===== src/rtl/macl_pkg.sv =====
// shared types, constants and field layouts of the mac access list filter
// no dependencies; imported by every module of the block but macl_ram

package macl_pkg;

  localparam int unsigned TABLE_ENTRIES = 80;
  localparam int unsigned LANES         = 8;
  localparam int unsigned LANE_W        = $clog2(LANES);
  localparam int unsigned ROWS          = (TABLE_ENTRIES + LANES - 1) / LANES;
  localparam int unsigned ROW_W         = (ROWS > 1) ? $clog2(ROWS) : 1;

  localparam int unsigned IDX_W  = 7;
  localparam int unsigned MAC_W  = 48;

  localparam int unsigned S_TDATA_W = 160;
  localparam int unsigned M_TDATA_W = 8;

  localparam int unsigned CFG_IDX_W  = 1;
  localparam int unsigned CFG_DATA_W = 2;

  localparam int unsigned QUEUE_DEPTH = 2;
  localparam int unsigned QPTR_W      = (QUEUE_DEPTH > 1) ? $clog2(QUEUE_DEPTH) : 1;
  localparam int unsigned QCNT_W      = $clog2(QUEUE_DEPTH + 1);

  localparam logic [15:0] DHCP_SERVER_PORT = 16'h0043;
  localparam logic [15:0] DHCP_CLIENT_PORT = 16'h0044;
  localparam logic [15:0] ETYPE_IPV4       = 16'h0800;
  localparam logic [15:0] ETYPE_ARP        = 16'h0806;
  localparam logic [15:0] ETYPE_RARP       = 16'h8035;
  localparam logic [7:0]  PROTO_UDP        = 8'd17;

  localparam logic MODE_WRITE = 1'b0;
  localparam logic MODE_CHECK = 1'b1;

  localparam logic [CFG_IDX_W-1:0] REG_LIST_MODE = 1'b0;
  localparam logic [CFG_IDX_W-1:0] REG_BYPASS    = 1'b1;

  typedef enum logic [1:0] {
    LM_UNSET   = 2'd0,
    LM_WHITE   = 2'd1,
    LM_BLACK   = 2'd2,
    LM_INVALID = 2'd3
  } list_mode_e;

  // input tdata layout, lowest field last
  typedef struct packed {
    logic [15:0]      udp_dst_port;
    logic [15:0]      udp_src_port;
    logic [7:0]       ip_protocol;
    logic [15:0]      ethertype;
    logic             from_checked_port;
    logic [MAC_W-1:0] src_mac;
    logic [MAC_W-1:0] entry_mac;
    logic [IDX_W-1:0] entry_index;
  } s_data_t;

  // classified command passed from front to back
  typedef struct packed {
    logic             is_check;
    logic [ROW_W-1:0] row;
    logic [LANE_W-1:0] lane;
    logic [MAC_W-1:0] mac;
    logic             checked;
    logic             bypass_type;
  } cmd_t;

endpackage


===== src/rtl/macl_ram.sv =====
// generic single write port ram with registered read
// no dependencies; used for the mac table banks

module macl_ram #(
  parameter int unsigned WIDTH = 8,
  parameter int unsigned DEPTH = 16,
  localparam int unsigned AW   = (DEPTH > 1) ? $clog2(DEPTH) : 1
) (
  input  logic             clk_i,
  input  logic             we_i,
  input  logic [AW-1:0]    waddr_i,
  input  logic [WIDTH-1:0] wdata_i,
  input  logic [AW-1:0]    raddr_i,
  output logic [WIDTH-1:0] rdata_o
);

  logic [WIDTH-1:0] mem_q [DEPTH];
  logic [WIDTH-1:0] rdata_q;

  always_ff @(posedge clk_i) begin
    if (we_i) begin
      mem_q[waddr_i] <= wdata_i;
    end
    rdata_q <= mem_q[raddr_i];
  end

  assign rdata_o = rdata_q;

endmodule


===== src/rtl/macl_front.sv =====
// front stage: accepts items, classifies them and drops out of range writes
// depends on macl_pkg

module macl_front import macl_pkg::*; (
  input  logic                 clk_i,
  input  logic                 rst_ni,
  input  logic                 in_valid_i,
  output logic                 in_ready_o,
  input  logic [S_TDATA_W-1:0] in_data_i,
  input  logic                 in_mode_i,
  output logic                 cmd_valid_o,
  input  logic                 cmd_ready_i,
  output cmd_t                 cmd_o
);

  s_data_t f;
  cmd_t    cmd_d, cmd_q;
  logic    valid_d, valid_q;
  logic    accept, keep, bypass_type;

  assign f          = s_data_t'(in_data_i);
  assign in_ready_o = !valid_q || cmd_ready_i;
  assign accept     = in_valid_i && in_ready_o;
  assign keep       = (in_mode_i == MODE_CHECK) || (32'(f.entry_index) < TABLE_ENTRIES);

  assign bypass_type = (f.ethertype == ETYPE_ARP) || (f.ethertype == ETYPE_RARP) ||
                       ((f.ethertype == ETYPE_IPV4) && (f.ip_protocol == PROTO_UDP) &&
                        (f.udp_src_port == DHCP_CLIENT_PORT) &&
                        (f.udp_dst_port == DHCP_SERVER_PORT));

  always_comb begin
    cmd_d             = cmd_q;
    valid_d           = valid_q && !cmd_ready_i;
    if (accept) begin
      valid_d           = keep;
      cmd_d.is_check    = (in_mode_i == MODE_CHECK);
      cmd_d.row         = ROW_W'(f.entry_index >> LANE_W);
      cmd_d.lane        = f.entry_index[LANE_W-1:0];
      cmd_d.mac         = (in_mode_i == MODE_CHECK) ? f.src_mac : f.entry_mac;
      cmd_d.checked     = f.from_checked_port;
      cmd_d.bypass_type = bypass_type;
    end
  end

  always_ff @(posedge clk_i or negedge rst_ni) begin
    if (!rst_ni) begin
      valid_q <= 1'b0;
      cmd_q   <= '0;
    end else begin
      valid_q <= valid_d;
      cmd_q   <= cmd_d;
    end
  end

  assign cmd_valid_o = valid_q;
  assign cmd_o       = cmd_q;

endmodule


===== src/rtl/macl_fifo.sv =====
// short command queue between the front and back stages
// depends on macl_pkg

module macl_fifo import macl_pkg::*; (
  input  logic clk_i,
  input  logic rst_ni,
  input  logic push_valid_i,
  output logic push_ready_o,
  input  cmd_t push_cmd_i,
  output logic pop_valid_o,
  input  logic pop_ready_i,
  output cmd_t pop_cmd_o
);

  cmd_t              entry_q [QUEUE_DEPTH];
  logic [QPTR_W-1:0] wr_ptr_q, rd_ptr_q;
  logic [QCNT_W-1:0] count_q;
  logic              push, pop;

  assign push_ready_o = (32'(count_q) != QUEUE_DEPTH);
  assign pop_valid_o  = (count_q != '0);
  assign push         = push_valid_i && push_ready_o;
  assign pop          = pop_valid_o && pop_ready_i;
  assign pop_cmd_o    = entry_q[rd_ptr_q];

  always_ff @(posedge clk_i or negedge rst_ni) begin
    if (!rst_ni) begin
      wr_ptr_q <= '0;
      rd_ptr_q <= '0;
      count_q  <= '0;
      for (int i = 0; i < QUEUE_DEPTH; i++) begin
        entry_q[i] <= '0;
      end
    end else begin
      if (push) begin
        entry_q[wr_ptr_q] <= push_cmd_i;
        wr_ptr_q <= (32'(wr_ptr_q) == QUEUE_DEPTH - 1) ? '0 : wr_ptr_q + 1'b1;
      end
      if (pop) begin
        rd_ptr_q <= (32'(rd_ptr_q) == QUEUE_DEPTH - 1) ? '0 : rd_ptr_q + 1'b1;
      end
      if (push && !pop) begin
        count_q <= count_q + 1'b1;
      end else if (pop && !push) begin
        count_q <= count_q - 1'b1;
      end
    end
  end

endmodule


===== src/rtl/macl_back.sv =====
// back stage: table writes, banked table search and drop decision
// depends on macl_pkg and macl_ram

module macl_back import macl_pkg::*; (
  input  logic       clk_i,
  input  logic       rst_ni,
  input  logic       cmd_valid_i,
  output logic       cmd_ready_o,
  input  cmd_t       cmd_i,
  input  list_mode_e list_mode_i,
  input  logic       bypass_en_i,
  output logic       out_valid_o,
  input  logic       out_ready_i,
  output logic       out_drop_o,
  output logic       out_listed_o,
  output logic       loaded_o
);

  typedef enum logic [1:0] {ST_IDLE, ST_SEARCH, ST_RESULT} state_e;

  state_e           state_q;
  cmd_t             cmd_q;
  logic [LANES-1:0] valid_q [ROWS];
  logic             loaded_q;
  logic [ROW_W-1:0] issue_row_q, cmp_row_q;
  logic             issue_done_q, cmp_vld_q, hit_q;
  logic             out_valid_q, out_drop_q, out_listed_q;

  logic [MAC_W-1:0] rd_data [LANES];
  logic [LANES-1:0] lane_match;
  logic             pop, row_hit, want_drop, out_free;

  assign cmd_ready_o = (state_q == ST_IDLE);
  assign pop         = cmd_valid_i && cmd_ready_o;
  assign out_free    = !out_valid_q || out_ready_i;

  for (genvar l = 0; l < LANES; l++) begin : g_bank
    macl_ram #(.WIDTH(MAC_W), .DEPTH(ROWS)) u_bank (
      .clk_i   (clk_i),
      .we_i    (pop && !cmd_i.is_check && (cmd_i.lane == LANE_W'(l))),
      .waddr_i (cmd_i.row),
      .wdata_i (cmd_i.mac),
      .raddr_i (issue_row_q),
      .rdata_o (rd_data[l])
    );
    assign lane_match[l] = (rd_data[l] == cmd_q.mac);
  end

  assign row_hit = cmp_vld_q && |(lane_match & valid_q[cmp_row_q]);

  always_comb begin
    want_drop = ((list_mode_i == LM_WHITE) && !hit_q) ||
                ((list_mode_i == LM_BLACK) && hit_q);
    if (!loaded_q || !cmd_q.checked) begin
      want_drop = 1'b0;
    end
    if (bypass_en_i && cmd_q.bypass_type) begin
      want_drop = 1'b0;
    end
  end

  always_ff @(posedge clk_i or negedge rst_ni) begin
    if (!rst_ni) begin
      state_q      <= ST_IDLE;
      cmd_q        <= '0;
      loaded_q     <= 1'b0;
      issue_row_q  <= '0;
      cmp_row_q    <= '0;
      issue_done_q <= 1'b0;
      cmp_vld_q    <= 1'b0;
      hit_q        <= 1'b0;
      out_valid_q  <= 1'b0;
      out_drop_q   <= 1'b0;
      out_listed_q <= 1'b0;
      for (int r = 0; r < ROWS; r++) begin
        valid_q[r] <= '0;
      end
    end else begin
      if (out_valid_q && out_ready_i && (state_q != ST_RESULT)) begin
        out_valid_q <= 1'b0;
      end
      case (state_q)
        ST_IDLE: begin
          if (pop) begin
            if (cmd_i.is_check) begin
              cmd_q        <= cmd_i;
              issue_row_q  <= '0;
              issue_done_q <= 1'b0;
              cmp_vld_q    <= 1'b0;
              hit_q        <= 1'b0;
              state_q      <= ST_SEARCH;
            end else begin
              valid_q[cmd_i.row][cmd_i.lane] <= 1'b1;
              loaded_q <= 1'b1;
            end
          end
        end
        ST_SEARCH: begin
          // read of row n overlaps compare of row n-1
          cmp_vld_q <= !issue_done_q;
          cmp_row_q <= issue_row_q;
          if (!issue_done_q) begin
            if (32'(issue_row_q) == ROWS - 1) begin
              issue_done_q <= 1'b1;
            end else begin
              issue_row_q <= issue_row_q + 1'b1;
            end
          end
          hit_q <= hit_q || row_hit;
          if (cmp_vld_q && (32'(cmp_row_q) == ROWS - 1)) begin
            state_q <= ST_RESULT;
          end
        end
        ST_RESULT: begin
          if (out_free) begin
            out_valid_q  <= 1'b1;
            out_drop_q   <= want_drop;
            out_listed_q <= hit_q;
            state_q      <= ST_IDLE;
          end
        end
        default: begin
          state_q <= ST_IDLE;
        end
      endcase
    end
  end

  assign out_valid_o  = out_valid_q;
  assign out_drop_o   = out_drop_q;
  assign out_listed_o = out_listed_q;
  assign loaded_o     = loaded_q;

endmodule


===== src/rtl/mac_access_list_packet_filter_core.sv =====
// top level of the mac access list filter: config registers and stage wiring
// depends on macl_pkg, macl_front, macl_fifo, macl_back
//
//   port group  dir  handshake                    content
//   s_axis      in   s_axis_tvalid/s_axis_tready  table write or packet check item
//   m_axis      out  m_axis_tvalid/m_axis_tready  drop decision item, one per check
//   cfg         in   cfg_we_i                     list_mode, bypass_enable
//
// a table write is done in the idle state of the back stage; a packet check sweeps every
// row of the eight table banks, read one row a cycle
// the front register and a two-entry queue keep accepting while the back stage searches
// reset clears all valid marks at once; no clearing pass, items accepted right after reset
// a stalled result holds in the output register while the next check is searched

module mac_access_list_packet_filter_core import macl_pkg::*; (
  input  logic                  clk_i,
  input  logic                  rst_ni,
  input  logic                  s_axis_tvalid,
  output logic                  s_axis_tready,
  // entry_index, entry_mac, src_mac, from_checked_port, ethertype, ip_protocol,
  // udp_src_port, udp_dst_port
  input  logic [S_TDATA_W-1:0]  s_axis_tdata,
  // mode
  input  logic                  s_axis_tuser,
  output logic                  m_axis_tvalid,
  input  logic                  m_axis_tready,
  // drop, listed, zero fill
  output logic [M_TDATA_W-1:0]  m_axis_tdata,
  input  logic                  cfg_we_i,
  input  logic [CFG_IDX_W-1:0]  cfg_index_i,
  input  logic [CFG_DATA_W-1:0] cfg_data_i
);

  list_mode_e list_mode_q;
  logic       bypass_en_q;

  always_ff @(posedge clk_i or negedge rst_ni) begin
    if (!rst_ni) begin
      list_mode_q <= LM_UNSET;
      bypass_en_q <= 1'b0;
    end else if (cfg_we_i) begin
      case (cfg_index_i)
        REG_LIST_MODE: list_mode_q <= list_mode_e'(cfg_data_i[1:0]);
        REG_BYPASS:    bypass_en_q <= cfg_data_i[0];
        default: ;
      endcase
    end
  end

  logic cmd_valid, cmd_ready, q_valid, q_ready;
  cmd_t cmd, q_cmd;
  logic drop, listed, table_loaded;

  macl_front u_front (
    .clk_i       (clk_i),
    .rst_ni      (rst_ni),
    .in_valid_i  (s_axis_tvalid),
    .in_ready_o  (s_axis_tready),
    .in_data_i   (s_axis_tdata),
    .in_mode_i   (s_axis_tuser),
    .cmd_valid_o (cmd_valid),
    .cmd_ready_i (cmd_ready),
    .cmd_o       (cmd)
  );

  macl_fifo u_fifo (
    .clk_i        (clk_i),
    .rst_ni       (rst_ni),
    .push_valid_i (cmd_valid),
    .push_ready_o (cmd_ready),
    .push_cmd_i   (cmd),
    .pop_valid_o  (q_valid),
    .pop_ready_i  (q_ready),
    .pop_cmd_o    (q_cmd)
  );

  macl_back u_back (
    .clk_i        (clk_i),
    .rst_ni       (rst_ni),
    .cmd_valid_i  (q_valid),
    .cmd_ready_o  (q_ready),
    .cmd_i        (q_cmd),
    .list_mode_i  (list_mode_q),
    .bypass_en_i  (bypass_en_q),
    .out_valid_o  (m_axis_tvalid),
    .out_ready_i  (m_axis_tready),
    .out_drop_o   (drop),
    .out_listed_o (listed),
    .loaded_o     (table_loaded)
  );

  assign m_axis_tdata = {(M_TDATA_W - 2)'(0), listed, drop};

  a_drop_needs_list: assert property (@(posedge clk_i) disable iff (!rst_ni)
    m_axis_tvalid && drop |->
      (list_mode_q == LM_WHITE && !listed) || (list_mode_q == LM_BLACK && listed))
    else $error("drop disagrees with list mode and match");

  a_drop_needs_table: assert property (@(posedge clk_i) disable iff (!rst_ni)
    m_axis_tvalid && drop |-> table_loaded)
    else $error("drop with no table entry loaded");

  a_listed_needs_table: assert property (@(posedge clk_i) disable iff (!rst_ni)
    m_axis_tvalid && listed |-> table_loaded)
    else $error("match reported with empty table");

endmodule


===== config.mk =====
export PLATFORM = sky130hd
export DESIGN_NAME = mac_access_list_packet_filter_core
export DESIGN_NICKNAME = d
export VERILOG_FILES = /design/src/rtl/macl_pkg.sv /design/src/rtl/macl_ram.sv /design/src/rtl/macl_front.sv /design/src/rtl/macl_fifo.sv /design/src/rtl/macl_back.sv /design/src/rtl/mac_access_list_packet_filter_core.sv
export SDC_FILE = /design/constraint.sdc
export NUM_CORES = 2
export LEC_CHECK = 0
export ABC_AREA = 1
export BUFFER_PORTS_ARGS = -buffer_cell sky130_fd_sc_hd__buf_2
export CAP_MARGIN = 5
export CELL_PAD_IN_SITES_DETAIL_PLACEMENT = 0
export CELL_PAD_IN_SITES_GLOBAL_PLACEMENT = 2
export CORE_AREA = 2 2 855 517
export DETAILED_ROUTE_END_ITERATION = 12
export DIE_AREA = 0 0 857 519
export PLACE_DENSITY_LB_ADDON = 0.08
export SLEW_MARGIN = 20
export SYNTH_ARGS = -nofsm -noshare
export SYNTH_HDL_FRONTEND = slang
export SYNTH_SLANG_ARGS = --single-unit

===== constraint.sdc =====
create_clock -name clk_i -period 9.14 [get_ports clk_i]
set_clock_uncertainty 0.1 [all_clocks]
set_input_delay 1.828 -clock clk_i [delete_from_list [all_inputs] [get_ports clk_i]]
set_output_delay 1.828 -clock clk_i [all_outputs]
set_load 0.03 [all_outputs]

==> flow_metrics.tcl <==
set metrics [dict create \
    crit_chain "inv_2 -> buf_4 -> or2_1 -> o21ai_2 -> inv_2 -> nor2_2 -> nand2_1 -> nor2_4 -> buf_4" \
    rsz0062_at_grt "false" \
    syn_to_final_growth_pct 12.9 \
    slew_headroom 0.233 \
    fin_area_um2 197000 \
    cts_max_path_buffers 4 \
    insertion_delay_ns 0.99 \
    fp.dieW_um 857 \
    critPathSlowestCell "nor2_4" \
    ios 179 \
    ant_nets 0 \
    first_iter_violations 13400 \
    wl_per_cell_um 30.2 \
    async_flop_share 0.0723 \
    timing.hold.ws_ns 0.362 \
    critPathCaptureType "flip-flop" \
    die_area_um2 445000 \
    cp_max_fo 52 \
    final_cell_mix "edfxtp_1 (3840), o21ai_0 (2413), nor2_1 (2348)" \
    cts_tree "done" \
    seq_power_share 0.410 \
    vias 113000 \
    synth_edf_count 3840 \
    dp_hpwl_um 327000 \
    first_global_vias 108000 \
    via_per_inst 5.70 \
    cts_resized 0 \
    clkTransAtPathRegs_ns 0.07 \
    synthesis.area_um2 174000 \
    vdd_drop_max_v 0.000445 \
    worstSetupStartpointType "flip-flop" \
    seq_area_frac_synth 0.754 \
    hold_viol 0 \
    min_path_type "reg2reg" \
    yosysWarnings 0 \
    timing.fmax_mhz 203 \
    h-tree-depth 5 \
    drive_above_1_share 0.0965 \
    cp.arrival_ns 5.41 \
    grt_pass1_wl_um 832000 \
    slew_violations 0 \
    p_sw_frac 0.393 \
    drc 0 \
    cts_sinks 4553 \
    track_usage 0.260 \
    syn-mean-instance-area_um2 12.9 \
    grt_max_degree 176 \
    num_rows 189 \
    p_leak_nw 66.5 \
    p_comb_frac 0.331 \
    numCtsBuffers 436 \
    synthFlopType "edfxtp_1" \
    post-route-min-period_ns 4.93 \
    outcome "finished, final reports clean" \
    overflow 0 \
    wl_um 596000 \
    cts-root-buf "clkbuf_16" \
    dr.pass1.iters 8 \
    die_h_um 519 \
    min_period_over_period 0.540 \
    antenna_found_initial 44 \
    drv_cap 0 \
    clockPowerShare 0.258 \
    ctsHoldBuffers 0 \
    dpl_cell_area_um2 182000 \
    setup_tns_ns 0 \
    port_buffers 172 \
    synth_cell_types 44 \
    nNetsFinal 13700 \
    worst_pin_slew_ns 1.15 \
    cp_slowest_stage_delay_ns 0.88 \
    post_cts_buffers 0 \
    power-per-cell-area_nw_per_um2 369 \
    core_um2 438000 \
    synth_cells 13500 \
    worstPathRequired_ns 9.62 \
    power_switching_mw 28.5 \
    gp_congestion 0.811 \
    ys_ff_latch 4553 \
    layout_commonest_cell "edfxtp_1" \
    power.internal_mw 44.0 \
    initial_core_util 0.397 \
    critPathKind "reg2reg" \
    setup-violations-final 0 \
]
==> area by class of cell <==
class / count / area, um^2
diodes: 7 / 17.5
clock buffers: 599 / 12300
clock inverters: 216 / 2300
fillers: 39200 / 242000
inverters: 311 / 1200
multi-input cells: 7755 / 38900
flip-flops and latches: 4553 / 131000
well taps: 5825 / 7290
repair buffers: 479 / 3460
==> cell usage after synthesis (all sizes together) (10+ instances only) <==
| master | instances | share of area |
|---|---|---|
| xnor2 | 101 | 0.0051 |
| o211ai | 141 | 0.0061 |
| o221ai | 351 | 0.018 |
| inv | 307 | 0.0066 |
| o22ai | 560 | 0.020 |
| dfxtp | 384 | 0.044 |
| nand3 | 164 | 0.0047 |
| edfxtp | 3840 | 0.66 |
| clkbuf | 600 | 0.013 |
| or2 | 83 | 0.0030 |
| nor2 | 2434 | 0.053 |
| o21ai | 2527 | 0.073 |
| xor2 | 127 | 0.0064 |
| buf | 320 | 0.0094 |
| dfrtp | 329 | 0.047 |
| nand4 | 10 | 0.00036 |
| nor3 | 13 | 0.00037 |
| a31oi | 53 | 0.0019 |
| a21oi | 10 | 0.00029 |
| nand2 | 1149 | 0.025 |
==> worst max-delay path, delay by kind of cell (launching register included) <==
family | cells | cell delay (ns)
buffers and inverters | 4 | 1.36
flip-flops | 1 | 0.83
AND/OR/NAND/NOR | 4 | 2.05
AO/OA/AOI/OAI | 1 | 0.10
==> routing by layer <==
| metal | GRT usage | wire length [um] |
|---|---|---|
| met5 | 0 | 13 |
| met4 | 0.0530 | 12700 |
| met3 | 0.0453 | 47700 |
| met2 | 0.386 | 256000 |
| met1 | 0.402 | 279000 |
==> final timing paths <==
| path | slack [ns] | depth (start not counted) | from | endpoint |
|---|---|---|---|---|
| setup / recovery | 4.21 | 9 | u_fifo.rd_ptr_q$_DFFE_PN0P_ | u_back.g_bank[0].u_bank.mem_q[4][12]$_DFFE_PP_ |
| hold / removal | 0.36 | 2 | u_back.valid_q[19]$_DFFE_PN0P_ | u_back.valid_q[19]$_DFFE_PN0P_ |
| setup reg to reg | 4.21 | 9 | u_fifo.rd_ptr_q$_DFFE_PN0P_ | u_back.g_bank[0].u_bank.mem_q[4][12]$_DFFE_PP_ |
| hold reg to reg | 0.36 | 2 | u_back.valid_q[19]$_DFFE_PN0P_ | u_back.valid_q[19]$_DFFE_PN0P_ |
| max in group asynchronous | 6.76 | 2 | rst_ni | u_back.cmd_q[31]$_DFFE_PN0P_ |
| min in group asynchronous | 0.68 | 1 | rst_ni | u_front.cmd_o[33]$_DFFE_PN0P_ |
==> cells by family after synthesis <==
| logic type | synth area share |
|---|---|
| flip-flops | 0.754 |
| AO/OA/AOI/OAI | 0.119 |
| AND/OR/NAND/NOR | 0.0865 |
| multiplexers | 0.000129 |
| XOR/XNOR | 0.0115 |
| buffers and inverters | 0.0291 |
| adder cells (fa/ha/maj) | 0.000216 |
| other | 0.0000215 |
==> power groups by stage <==
stage / registers (mW) / logic (mW) / clock network [mW]
2_1_floorplan: 29.2 / 13.4 / 0
5_1_grt: 29.9 / 26.0 / 19.8
4_1_cts: 29.7 / 24.0 / 19.0
3_3_place_gp: 30.2 / 23.6 / 0
6_report: 29.8 / 24.0 / 18.7
3_5_place_dp: 30.2 / 24.0 / 0
==> sequential cells by signal, summed over array words and instances, names as in the netlist, 4 cells and up <==
signal and flops:
u_back.g_bank.u_bank.rdata_o 384, u_front.cmd_o 58, u_back.cmp_row_q 4, u_fifo.entry_q 116, u_back.g_bank.u_bank.mem_q 3840, u_back.cmd_q 50
u_back.valid_q 80, u_back.issue_row_q 4
==> stage by stage <==
step	setup slack [ns]	instances	util	total power, mW
after floorplan	5.12	13500	-	42.7
after global placement	4.17	18900	0.415	53.8
after detailed placement	4.18	18900	0.415	54.1
after CTS	4.19	19700	0.449	72.8
after global routing	3.99	19700	0.449	75.7
final	4.21	19700	0.449	72.5
Note: power is estimated with default switching activity, not from simulation.
